### src/sv/biq_pkg.sv
// shared constants, control word types and coefficient table for the biquad cascade
`default_nettype none

package biq_pkg;

    localparam int SECTIONS       = 6;
    localparam int COEF_FRAC_BITS = 14;
    localparam int STATE_WIDTH    = 32;

    localparam int SAMPLE_W    = 16;
    localparam int SAMPLE_FRAC = 16;
    localparam int ROM_FRAC    = 16;
    localparam int ROM_W       = 18;
    localparam int ROM_ROW_W   = 3;

    localparam int COEF_W     = COEF_FRAC_BITS + 2;
    localparam int COEF_SHIFT = ROM_FRAC - COEF_FRAC_BITS;
    localparam int X_W        = (STATE_WIDTH > SAMPLE_W + SAMPLE_FRAC) ? STATE_WIDTH
                                                                     : SAMPLE_W + SAMPLE_FRAC;
    localparam int PROD_W     = STATE_WIDTH + COEF_W;
    localparam int ACC_W      = X_W + COEF_W + 2;
    localparam int SEC_W      = (SECTIONS > 1) ? $clog2(SECTIONS) : 1;
    localparam int STEP_W     = 3;

    localparam logic [SEC_W-1:0]         SEC_LAST   = SEC_W'(SECTIONS - 1);
    localparam logic [STEP_W-1:0]        STEP_START = '0;
    localparam logic signed [ACC_W-1:0]  ACC_HALF   = ACC_W'(2 ** (COEF_FRAC_BITS - 1));
    localparam logic signed [X_W:0]      OUT_HALF   = (X_W + 1)'(2 ** (SAMPLE_FRAC - 1));
    localparam logic signed [ROM_W:0]    ROM_HALF   = (ROM_W + 1)'((2 ** COEF_SHIFT) / 2);

    typedef enum logic [2:0] {
        COL_A1,
        COL_A2,
        COL_B0,
        COL_B1,
        COL_B2
    } coef_col_t;

    typedef enum logic [1:0] {
        OPND_D1,
        OPND_D2,
        OPND_W
    } opnd_t;

    typedef enum logic [2:0] {
        ACC_HOLD,
        ACC_LOAD_X,
        ACC_LOAD_P,
        ACC_ADD_P,
        ACC_SUB_P
    } acc_op_t;

    typedef struct packed {
        logic      mul_en;
        coef_col_t col;
        opnd_t     opnd;
        acc_op_t   acc_op;
        logic      wr_w;
        logic      wr_y;
        logic      next_sec;
        logic      emit;
    } ctrl_t;

    localparam ctrl_t CTRL_NOP = '{
        mul_en: 1'b0, col: COL_A1, opnd: OPND_D1, acc_op: ACC_HOLD,
        wr_w: 1'b0, wr_y: 1'b0, next_sec: 1'b0, emit: 1'b0
    };

    // Q2.16 coefficient table, rounded half up to the working fraction width
    function automatic logic signed [COEF_W-1:0] coef_q(input logic [ROM_ROW_W-1:0] row,
                                                        input coef_col_t col);
        logic signed [ROM_W-1:0] a1;
        logic signed [ROM_W-1:0] a2;
        logic signed [ROM_W-1:0] b0;
        logic signed [ROM_W-1:0] b1;
        logic signed [ROM_W-1:0] b2;
        logic signed [ROM_W-1:0] raw;
        logic signed [ROM_W:0]   sum;
        case (row)
            3'd0: begin
                a1 = 18'sd28365;   a2 = -18'sd1281;  b0 = 18'sd9805;
                b1 = 18'sd13852;   b2 = 18'sd4356;
            end
            3'd1: begin
                a1 = -18'sd56876;  a2 = 18'sd43477;  b0 = 18'sd65536;
                b1 = -18'sd52318;  b2 = 18'sd51996;
            end
            3'd2: begin
                a1 = -18'sd84407;  a2 = 18'sd44730;  b0 = 18'sd65536;
                b1 = -18'sd52564;  b2 = 18'sd16038;
            end
            3'd3: begin
                a1 = -18'sd97905;  a2 = 18'sd48328;  b0 = 18'sd65536;
                b1 = -18'sd105100; b2 = 18'sd53120;
            end
            3'd4: begin
                a1 = -18'sd14019;  a2 = 18'sd51178;  b0 = 18'sd65536;
                b1 = -18'sd14029;  b2 = 18'sd50825;
            end
            3'd5: begin
                a1 = -18'sd129091; a2 = 18'sd63585;  b0 = 18'sd64553;
                b1 = -18'sd129106; b2 = 18'sd64553;
            end
            default: begin
                // pass-through section
                a1 = '0; a2 = '0; b0 = 18'sd65536; b1 = '0; b2 = '0;
            end
        endcase
        case (col)
            COL_A1:  raw = a1;
            COL_A2:  raw = a2;
            COL_B0:  raw = b0;
            COL_B1:  raw = b1;
            COL_B2:  raw = b2;
            default: raw = '0;
        endcase
        sum = (ROM_W + 1)'(raw) + ROM_HALF;
        sum = sum >>> COEF_SHIFT;
        return COEF_W'(sum);
    endfunction

endpackage

`default_nettype wire

### src/sv/biq_ucode_rom.sv
// microprogram table: one control word per step of a biquad section
`default_nettype none

module biq_ucode_rom
    import biq_pkg::*;
(
    input  wire logic [STEP_W-1:0] step,
    output ctrl_t                  ctrl
);

    // products land in prod_reg and are used by the accumulator at the following step
    always_comb begin
        ctrl = CTRL_NOP;
        case (step)
            3'd0: begin
                ctrl.acc_op = ACC_LOAD_X;
                ctrl.mul_en = 1'b1; ctrl.col = COL_A1; ctrl.opnd = OPND_D1;
            end
            3'd1: begin
                ctrl.acc_op = ACC_SUB_P;
                ctrl.mul_en = 1'b1; ctrl.col = COL_A2; ctrl.opnd = OPND_D2;
            end
            3'd2: begin
                ctrl.acc_op = ACC_SUB_P;
                ctrl.mul_en = 1'b1; ctrl.col = COL_B1; ctrl.opnd = OPND_D1;
            end
            3'd3: begin
                // w taken from the feedback sum while the feed-forward sum starts
                ctrl.wr_w   = 1'b1;
                ctrl.acc_op = ACC_LOAD_P;
                ctrl.mul_en = 1'b1; ctrl.col = COL_B2; ctrl.opnd = OPND_D2;
            end
            3'd4: begin
                ctrl.acc_op = ACC_ADD_P;
                ctrl.mul_en = 1'b1; ctrl.col = COL_B0; ctrl.opnd = OPND_W;
            end
            3'd5: begin
                ctrl.acc_op = ACC_ADD_P;
            end
            3'd6: begin
                ctrl.wr_y     = 1'b1;
                ctrl.next_sec = 1'b1;
            end
            3'd7: begin
                ctrl.emit = 1'b1;
            end
            default: ctrl = CTRL_NOP;
        endcase
    end

endmodule

`default_nettype wire

### src/sv/biq_datapath.sv
// shared multiplier and accumulator, and per-section delay registers, driven by the control word
`default_nettype none

module biq_datapath
    import biq_pkg::*;
(
    input  wire logic                       aclk,
    input  wire logic                       aresetn,
    input  wire logic                       start,
    input  wire logic                       first_of_run,
    input  wire logic signed [SAMPLE_W-1:0] sample_in,
    input  wire logic                       run,
    input  wire ctrl_t                      ctrl,
    input  wire logic [SEC_W-1:0]           sec,
    output logic signed [SAMPLE_W-1:0]      sample_q
);

    logic signed [STATE_WIDTH-1:0] d1_reg [SECTIONS];
    logic signed [STATE_WIDTH-1:0] d2_reg [SECTIONS];
    logic signed [STATE_WIDTH-1:0] w_reg;
    logic signed [X_W-1:0]         x_reg;
    logic signed [PROD_W-1:0]      prod_reg;
    logic signed [ACC_W-1:0]       acc_reg;

    logic signed [COEF_W-1:0]      coef_val;
    logic signed [STATE_WIDTH-1:0] opnd_val;
    logic signed [PROD_W-1:0]      prod_next;
    logic signed [ACC_W-1:0]       acc_next;
    logic signed [ACC_W-1:0]       acc_sum;
    logic signed [ACC_W-1:0]       acc_rnd;
    logic signed [STATE_WIDTH-1:0] acc_sat;
    logic signed [X_W:0]           x_sum;
    logic signed [X_W:0]           x_rnd;

    assign coef_val = coef_q(ROM_ROW_W'(sec), ctrl.col);

    always_comb begin
        case (ctrl.opnd)
            OPND_D1: opnd_val = d1_reg[sec];
            OPND_D2: opnd_val = d2_reg[sec];
            OPND_W:  opnd_val = w_reg;
            default: opnd_val = '0;
        endcase
    end

    assign prod_next = coef_val * opnd_val;

    always_comb begin
        case (ctrl.acc_op)
            ACC_LOAD_X: acc_next = ACC_W'(x_reg) <<< COEF_FRAC_BITS;
            ACC_LOAD_P: acc_next = ACC_W'(prod_reg);
            ACC_ADD_P:  acc_next = acc_reg + ACC_W'(prod_reg);
            ACC_SUB_P:  acc_next = acc_reg - ACC_W'(prod_reg);
            default:    acc_next = acc_reg;
        endcase
    end

    // round half up, then clamp to the state width
    always_comb begin
        acc_sum = acc_reg + ACC_HALF;
        acc_rnd = acc_sum >>> COEF_FRAC_BITS;
        if ((&acc_rnd[ACC_W-1:STATE_WIDTH-1]) || !(|acc_rnd[ACC_W-1:STATE_WIDTH-1])) begin
            acc_sat = acc_rnd[STATE_WIDTH-1:0];
        end else if (acc_rnd[ACC_W-1]) begin
            acc_sat = {1'b1, {(STATE_WIDTH-1){1'b0}}};
        end else begin
            acc_sat = {1'b0, {(STATE_WIDTH-1){1'b1}}};
        end
    end

    // cascade output back to 16-bit sample scale
    always_comb begin
        x_sum = (X_W + 1)'(x_reg) + OUT_HALF;
        x_rnd = x_sum >>> SAMPLE_FRAC;
        if ((&x_rnd[X_W:SAMPLE_W-1]) || !(|x_rnd[X_W:SAMPLE_W-1])) begin
            sample_q = x_rnd[SAMPLE_W-1:0];
        end else if (x_rnd[X_W]) begin
            sample_q = {1'b1, {(SAMPLE_W-1){1'b0}}};
        end else begin
            sample_q = {1'b0, {(SAMPLE_W-1){1'b1}}};
        end
    end

    always_ff @(posedge aclk) begin
        if (start) begin
            x_reg <= X_W'(sample_in) <<< SAMPLE_FRAC;
        end else if (run && ctrl.wr_y) begin
            x_reg <= X_W'(acc_sat);
        end
        if (run && ctrl.mul_en) begin
            prod_reg <= prod_next;
        end
        if (run) begin
            acc_reg <= acc_next;
        end
        if (run && ctrl.wr_w) begin
            w_reg <= acc_sat;
        end
    end

    always_ff @(posedge aclk) begin
        if (!aresetn || (start && first_of_run)) begin
            for (int i = 0; i < SECTIONS; i++) begin
                d1_reg[i] <= '0;
                d2_reg[i] <= '0;
            end
        end else if (run && ctrl.wr_y) begin
            d2_reg[sec] <= d1_reg[sec];
            d1_reg[sec] <= w_reg;
        end
    end

endmodule

`default_nettype wire

### src/sv/cascaded_biquad_iir_filter_top.sv
// cascaded biquad filter: step sequencer, handshakes and output register
// a result is registered at the output once every section has run; a new input sample is
// taken only when the previous one has been emitted, since the shared multiplier
// and accumulator run seven microcode steps per section, and an emit step after the last
// the next input transfer is taken while a finished result still waits at the output
// reset (aresetn low, synchronous) clears the sequencer, output valid and all delay values
`default_nettype none

module cascaded_biquad_iir_filter_top
    import biq_pkg::*;
(
    input  wire logic                       aclk,
    input  wire logic                       aresetn,
    input  wire logic                       s_valid,
    output logic                            s_ready,
    input  wire logic signed [SAMPLE_W-1:0] s_sample_in,
    input  wire logic                       s_first_of_run,
    output logic                            m_valid,
    input  wire logic                       m_ready,
    output logic signed [SAMPLE_W-1:0]      m_sample_out
);

    logic                       busy_reg;
    logic [STEP_W-1:0]          step_reg;
    logic [SEC_W-1:0]           sec_reg;
    logic                       out_valid_reg;
    logic signed [SAMPLE_W-1:0] sample_out_reg;

    ctrl_t                      ctrl;
    logic                       start;
    logic                       stall;
    logic                       run;
    logic signed [SAMPLE_W-1:0] sample_q;

    assign s_ready      = !busy_reg;
    assign start        = s_valid && s_ready;
    // emit waits until the previous result has been taken
    assign stall        = ctrl.emit && out_valid_reg && !m_ready;
    assign run          = busy_reg && !stall;
    assign m_valid      = out_valid_reg;
    assign m_sample_out = sample_out_reg;

    biq_ucode_rom u_rom (
        .step (step_reg),
        .ctrl (ctrl)
    );

    biq_datapath u_dp (
        .aclk         (aclk),
        .aresetn      (aresetn),
        .start        (start),
        .first_of_run (s_first_of_run),
        .sample_in    (s_sample_in),
        .run          (run),
        .ctrl         (ctrl),
        .sec          (sec_reg),
        .sample_q     (sample_q)
    );

    always_ff @(posedge aclk) begin
        if (!aresetn) begin
            busy_reg      <= 1'b0;
            step_reg      <= STEP_START;
            sec_reg       <= '0;
            out_valid_reg <= 1'b0;
        end else begin
            // a new result replaces the one taken at the same edge
            if (run && ctrl.emit) begin
                out_valid_reg <= 1'b1;
            end else if (out_valid_reg && m_ready) begin
                out_valid_reg <= 1'b0;
            end
            if (start) begin
                busy_reg <= 1'b1;
                step_reg <= STEP_START;
                sec_reg  <= '0;
            end else if (run) begin
                if (ctrl.emit) begin
                    busy_reg       <= 1'b0;
                    step_reg       <= STEP_START;
                    sample_out_reg <= sample_q;
                end else if (ctrl.next_sec && sec_reg != SEC_LAST) begin
                    step_reg <= STEP_START;
                    sec_reg  <= sec_reg + SEC_W'(1);
                end else begin
                    step_reg <= step_reg + STEP_W'(1);
                end
            end
        end
    end

    a_start_step: assert property (@(posedge aclk) disable iff (!aresetn)
        start |=> busy_reg && step_reg == STEP_START && sec_reg == '0)
        else $error("sequencer did not restart at the first step");

    a_sec_range: assert property (@(posedge aclk) disable iff (!aresetn)
        busy_reg |-> sec_reg <= SEC_LAST)
        else $error("section index out of range");

    a_emit_last: assert property (@(posedge aclk) disable iff (!aresetn)
        busy_reg && ctrl.emit |-> sec_reg == SEC_LAST)
        else $error("result emitted before the last section");

    a_idle_step: assert property (@(posedge aclk) disable iff (!aresetn)
        !busy_reg |-> step_reg == STEP_START)
        else $error("step counter moved while idle");

    a_emit_sets_valid: assert property (@(posedge aclk) disable iff (!aresetn)
        run && ctrl.emit |=> m_valid && !busy_reg)
        else $error("finished item did not raise the result");

endmodule

`default_nettype wire
### config.mk
export PLATFORM = sky130hd
export DESIGN_NAME = cascaded_biquad_iir_filter_top
export DESIGN_NICKNAME = d
export VERILOG_FILES = /design/src/sv/biq_pkg.sv /design/src/sv/biq_ucode_rom.sv /design/src/sv/biq_datapath.sv /design/src/sv/cascaded_biquad_iir_filter_top.sv
export SDC_FILE = /design/constraint.sdc
export NUM_CORES = 2
export LEC_CHECK = 0
export BUFFER_PORTS_ARGS = -buffer_cell sky130_fd_sc_hd__buf_2
export CAP_MARGIN = 5
export CORE_UTILIZATION = 25
export DETAILED_ROUTE_END_ITERATION = 16
export PLACE_DENSITY_LB_ADDON = 0.25
export SETUP_SLACK_MARGIN = 0.15
export SLEW_MARGIN = 15
export SYNTH_ARGS = -nofsm -noshare
export SYNTH_HDL_FRONTEND = slang
export SYNTH_SLANG_ARGS = --single-unit
### constraint.sdc
create_clock -name aclk -period 12.8 [get_ports aclk]
set_clock_uncertainty 0.1 [all_clocks]
set_input_delay 2.56 -clock aclk [delete_from_list [all_inputs] [get_ports aclk]]
set_output_delay 2.56 -clock aclk [all_outputs]
set_load 0.01 [all_outputs]
# --- After elaboration in Yosys (flattened, before gate mapping) ---
# Memories as Yosys holds them, arrays and structs flattened. A register that Yosys moved wholly into a read port is not among the register bits.
# Cells that the tools add are included.
totals:
  reg_bits: 186
  mem_bits_rw: 384
  input_bits: 21
  out_inout_bits: 18
  elab_cells: 129
  n_memories: 2
mem_list:
  columns: ["memory", "depth", "word_bits", "rd", "rd_ports_with_merged_regs", "wr", "line_no", "source"]
  rows:
  - ["u_dp.d1_reg", 6, 32, 1, 1, 6, "biq_datapath.sv:18", "logic signed [STATE_WIDTH-1:0] d1_reg [SECTIONS];"]
  - ["u_dp.d2_reg", 6, 32, 1, 1, 6, "biq_datapath.sv:19", "logic signed [STATE_WIDTH-1:0] d2_reg [SECTIONS];"]
op_classes:
  addsub: 7
  multipliers: 1
  eq_ne: 23
  n_mux: 41
  n_bitwise: 3
  reduce_logical: 42
ops:
  columns: ["cell", "n"]
  rows:
  - ["case mux 18 bit (6 select lines)", 3]
  - ["case mux 50 bit (4 select lines)", 1]
  - ["2-to-1 mux 32 bit", 6]
  - ["case mux 16 bit (6 select lines)", 1]
  - ["case mux 32 bit (3 select lines)", 1]
  - ["case mux 18 bit (5 select lines)", 1]
  - ["OR reduction 32 bit", 2]
  - ["adder 50 x 15 -> 50 bit (second input constant)", 1]
  - ["adder 50 x 48 -> 50 bit", 1]
  - ["subtractor 50 x 48 -> 50 bit", 1]
  - ["multiplier 16 x 32 -> 48 bit", 1]
  - ["case mux 17 bit (2 select lines)", 1]
  - ["adder 32 x 17 -> 33 bit (second input constant)", 1]
  - ["2-to-1 mux 16 bit", 2]
  - ["case mux 6 bit (5 select lines)", 1]
  - ["== test 3 x 2 -> 1 bit (second input constant)", 8]
  - ["== test 3 bit (second input constant)", 8]
  - ["2-to-1 mux 3 bit", 8]
  - ["adder 18 x 3 -> 18 bit (second input constant)", 1]
  - ["2-to-1 mux 1 bit", 14]
  - ["== test 3 x 1 -> 1 bit (second input constant)", 4]
  - ["case mux 3 bit (4 select lines)", 1]
  - ["logical AND 1 bit", 11]
  - ["zero test 3 bit", 3]
  - ["other kinds (17)", 35]

# --- Logic depth before layout (Yosys ltp) ---
logic_depth:
  depth_word: 12
  depth_mapped: 37
  ltp_nobuf: 33

# --- By module ---
# From an unflattened synthesis, not the netlist that was laid out.
hier_totals:
  hier_cells: 4885
  area_unflattened_um2: 52844.4
by_module_without_submodules:
  columns: ["module", "n_inst", "cells_per_inst", "area_per_inst_um2", "seq_area_each_um2"]
  rows:
  - ["biq_datapath", 1, 4802, 51789.7, 20079.3]
  - ["cascaded_biquad_iir_filter_top", 1, 66, 928.4, 640.6]
  - ["biq_ucode_rom", 1, 17, 126.4, 0.0]

# --- Worst setup path before layout ---
# OpenSTA, ideal clock, no wires.
synth_timing:
  path_kind: "register to register"
  from: "reg step_reg[2]"
  to: "reg u_dp.prod_reg[41], data pin"
  setup_time_ns: 0.263
  arrival_time_ns: 8.547
  required_ns: 12.437
  setup_slack_ns: 3.890
  stages_incl_launch_ff: 35
  n_path_buf: 2
  synth_period_minus_slack_ns: 8.910
  path_cell_list: "dfxtp_1 buf_2 inv_1 ha_1 or4b_4 o32ai_1 a31oi_1 or2_1 or2_2 nor4_4 nand2_1 xor2_1 clkbuf_1 nand2_1 fa_1 inv_1 fa_1 inv_1 fa_1 inv_1 fa_1 fa_1 inv_1 fa_1 inv_1 ha_1 and3_1 a21o_1 a211oi_1 o31a_1 o21ai_0 a22o_1 nand2b_1 a21oi_1 xnor2_1"
synth_via:
  elab_chain_cells: 6
  word_cells_on_any_way: 18
  classes_between: "1 x add/sub; 1 x mul; 10 x eq/ne; 3 x mux; 3 x reduce/logical"
synth_rtl:
  columns: ["element", "line_no", "source"]
  rows:
  - ["start, declared", "cascaded_biquad_iir_filter_top.sv:24", "logic [STEP_W-1:0] step_reg;"]
  - ["start signal, assigned", "cascaded_biquad_iir_filter_top.sv:86", "step_reg <= step_reg + STEP_W'(1);"]
  - ["== test 3 bit (tied with other cells)", "biq_ucode_rom.sv:14", "case (step)"]
  - ["case mux 6 bit (5 select lines) (*)", "biq_ucode_rom.sv:14", null]
  - ["== test 3 bit (tied with other cells)", "biq_pkg.sv:109", "case (col)"]
  - ["case mux 18 bit (5 select lines)", "biq_pkg.sv:109", null]
  - ["adder 18 x 3 -> 18 bit", "biq_pkg.sv:117", "sum = (ROM_W + 1)'(raw) + ROM_HALF;"]
  - ["multiplier 16 x 32 -> 48 bit (*)", "biq_datapath.sv:46", "assign prod_next = coef_val * opnd_val;"]
  - ["via u_dp.prod_next[41]", "biq_datapath.sv:27", "logic signed [PROD_W-1:0] prod_next;"]
  - ["end signal, assigned", "biq_datapath.sv:91", "prod_reg <= prod_next;"]
  - ["end, declared", "biq_datapath.sv:22", "logic signed [PROD_W-1:0] prod_reg;"]
# Mark *: on every way through the listed nets, which the timed path passes. The rest lies on a longest branch.
# A chain may end at the register's enable or synchronous reset.

# --- Worst setup path in the final report ---
# Ends and elaborated chain as after synthesis.

==> summary.txt <==
Final period util - 0.8809
Gate Count Post-Synth - 4769
Num CTS Buffers - 74
Yosys reg bits - 701
Max cap viols - 0
Delay of the slowest cell on the worst path - 1.03 ns
Iter 0 DRT Violations - 2712
Worst hold path class - flip-flop to flip-flop
CTS tree - built
First-pass GRT wire length - 248600 um
Mapped Avg Cell Area - 11.09 sq um
Max Buffers Root-to-Sink - 3
Post-CTS sizing - 0
GRT Util Overall - 0.1561
WS Path Type - flip-flop to flip-flop
Die ar. - 0.2133 sq mm
Detail Placement HPWL - 116100 um
Multi-input gate area - 0.02937 sq mm
RR Startpoint - step_reg[2]
Setup bufs post-CTS - 0
CTS sink count - 701
Largest area contributor in the netlist - edfxtp_1
Overflow after GRT - 0
Sequential fraction of the synthesis area - 0.3931
Row count - 168
Top cells by count, synth - 674 x edfxtp_1, 611 x inv_1, 488 x fa_1
Initial Util - 0.2520
Top cell type's share of synthesized area - 0.3828
Layout Cells excl Fill - 7591
XOR/XNOR share of the synthesized area - 0.03231
Fillers - 21920
Core Util, Final - 0.2832
FF-to-FF End - u_dp.prod_reg[41]
Cts hold-fix bufs - 0
Crit. End Element - flip-flop
Synth Area in Compound Gates - 0.07619
Via count - 36150
Initial antenna violation count - 5
Syn nets - 5455
H-tree Lvls - 3
Dpl ws - 1.670 ns
Register Area - 0.02079 sq mm
Chip height - 461.9 um
Endpoints failing hold - 0
Port bufs - 38
Area delta synth->final - 12.38%
Setup crit end - u_dp.prod_reg[41]
Syn. warnings - 0
F_max - 0.08868 GHz
Root Driver - clkbuf_16
Final hold slack - 0.3871 ns
Synthesized cell area - 0.05287 sq mm
Origin of the worst setup path - step_reg[2]
Flop2flop setup slack - 1.52 ns
DRC - 0
Antenna viol nets, final - 0
1st-pass router iterations - 5
Main flop type after synthesis - edfxtp_1
Synth Area in Simple Gates - 0.1397
Nets - 5410
Slowest CP cell - nor3b_1
Peak supply drop - 0.0005527 V
Fin. max-slew vios - 0
Crit path launch type - flip-flop
Vias in the first global route - 37220
# IOs - 39
Max_slew headroom - 0.2043
Pin count of the biggest net entering global routing - 63
Synth top area cells - edfxtp_1 38%, fa_1 18%, mux4_2 5.5%, inv_1 4.3%, ha_1 4.2%
Antenna Cells - 0
Least-Margin Pin Slew - 1.194 ns
Largest family of logic cells by synthesized area - adder cells
Worst path arrival time - 11.59 ns
Final setup viols - 0
DIE WIDTH - 461.9 um
Most frequent cell after synthesis - edfxtp_1
Avg WL per Cell - 21.89 um
Post-synthesis cell type count - 82
Asr flop ratio synth - 0
EDFF count, synth - 674
Pwr dens - 267.4 mW/mm^2
R2R cell count - 33
Status - finished clean
Leak - 0.02365 uW
Placer Congestion - 0.8663
Worst-path clk slew - 0.06 ns
Setup TNS Final - 0 ns
Unrepaired setup endpoints after global routing - no
Core area - 0.2098 sq mm
Share of layout cells above drive strength 1 - 0.09946
CP max FO - 31
WL final - 166200 um
Placed insts - 7453
Final worst slack - 1.524 ns
Adder-cell area share of the yosys netlist - 0.2267
Post-synthesis mux area share - 0.06932
Worst-skew pair later-pin latency - 0.67 ns
Vias per cell - 4.763
Final Critical Period - 11.28 ns
Critical Path RT - 13.11 ns
layer usage:
layer  global-route usage  vias to the layer above  wire (um)
li1                     -                    16120          -
met1               0.2224                    18980      77180
met2               0.2544                      904      78430
met3              0.01771                      151       7454
met4              0.03062                        0       3110
met5                    0                        -          0
worst min path at each step:
stage                     cells past startpoint              to      startpoint
final                                         1   u_dp.x_reg[3]   u_dp.x_reg[3]
after global routing                          1   u_dp.x_reg[3]   u_dp.x_reg[3]
after CTS                                     1   u_dp.x_reg[3]   u_dp.x_reg[3]
after detailed placement                      1   u_dp.x_reg[3]   u_dp.x_reg[3]
after global placement                        1   u_dp.x_reg[3]   u_dp.x_reg[3]
after floorplan                               1  u_dp.x_reg[10]  u_dp.x_reg[10]
final cells by class:
class | count | area share
clock buffer | 103 | 0.03439
clock inverter | 35 | 0.007477
inverter | 611 | 0.03860
multi-input combinational | 3197 | 0.4943
sequential | 701 | 0.3500
tap | 2805 | 0.05908
timing repair buffer | 139 | 0.01617
where the power goes:
| group | internal (uW) | total, uW | switching (uW) |
|---|---|---|---|
| Combinational | 3890 | 10300 | 6440 |
| Sequential | 3090 | 3310 | 218 |
| Clock | 1290 | 2250 | 960 |
| Total | 8270 | 15900 | 7610 |
critical path: cells and delay by family, from the launching register on:
kind / cells / cell delay (ns)
adders and majority gates: 8 / 3.71
DFF: 1 / 0.88
xor gates and xnor gates: 2 / 0.80
and+or+nand+nor: 8 / 2.77
buffers and inverters: 7 / 0.89
AOI/OAI and AO/OA: 8 / 1.86
layout by cell type, fill, tap and decap left out, drive strengths merged, types with 13 or more instances in the layout:
cell type and instances:
edfxtp 674, inv 614, fa 488, nand2 430, nor2 391, and2 206
ha 177, o21ai 168, a21oi 142, buf 139, mux4 128, nor2b 114
xnor2 113, and3 106, clkbuf 103, xor2 82, mux2i 71, nor3 65
nand3 59, a21o 56, nand2b 40, a211o 37, nand4 32, a22oi 31
o221ai 31, dfxtp 27, clkinv 24, o21bai 21, o31ai 16, or3 15
a31oi 15, or2 13, a211oi 13
cells by family (layout without fill, tap and decap cells):
logic type	count (synthesis)	after routing
buf+inv	871	888
simple gates	1514	1514
fa+ha+maj	665	665
compound gates	618	618
xor+xnor	195	195
flops	701	701
mux	205	205
through the flow:
| step | area [sq um] | total power [uW] |
|---|---|---|
| after detailed placement | 56900 | 13770 |
| after global placement | 56900 | 13800 |
| final | 59410 | 15890 |
| after floorplan | 52870 | 10460 |
| after global routing | 59410 | 17150 |
| after CTS | 59390 | 16090 |
Power figures use the tool's default switching activity.
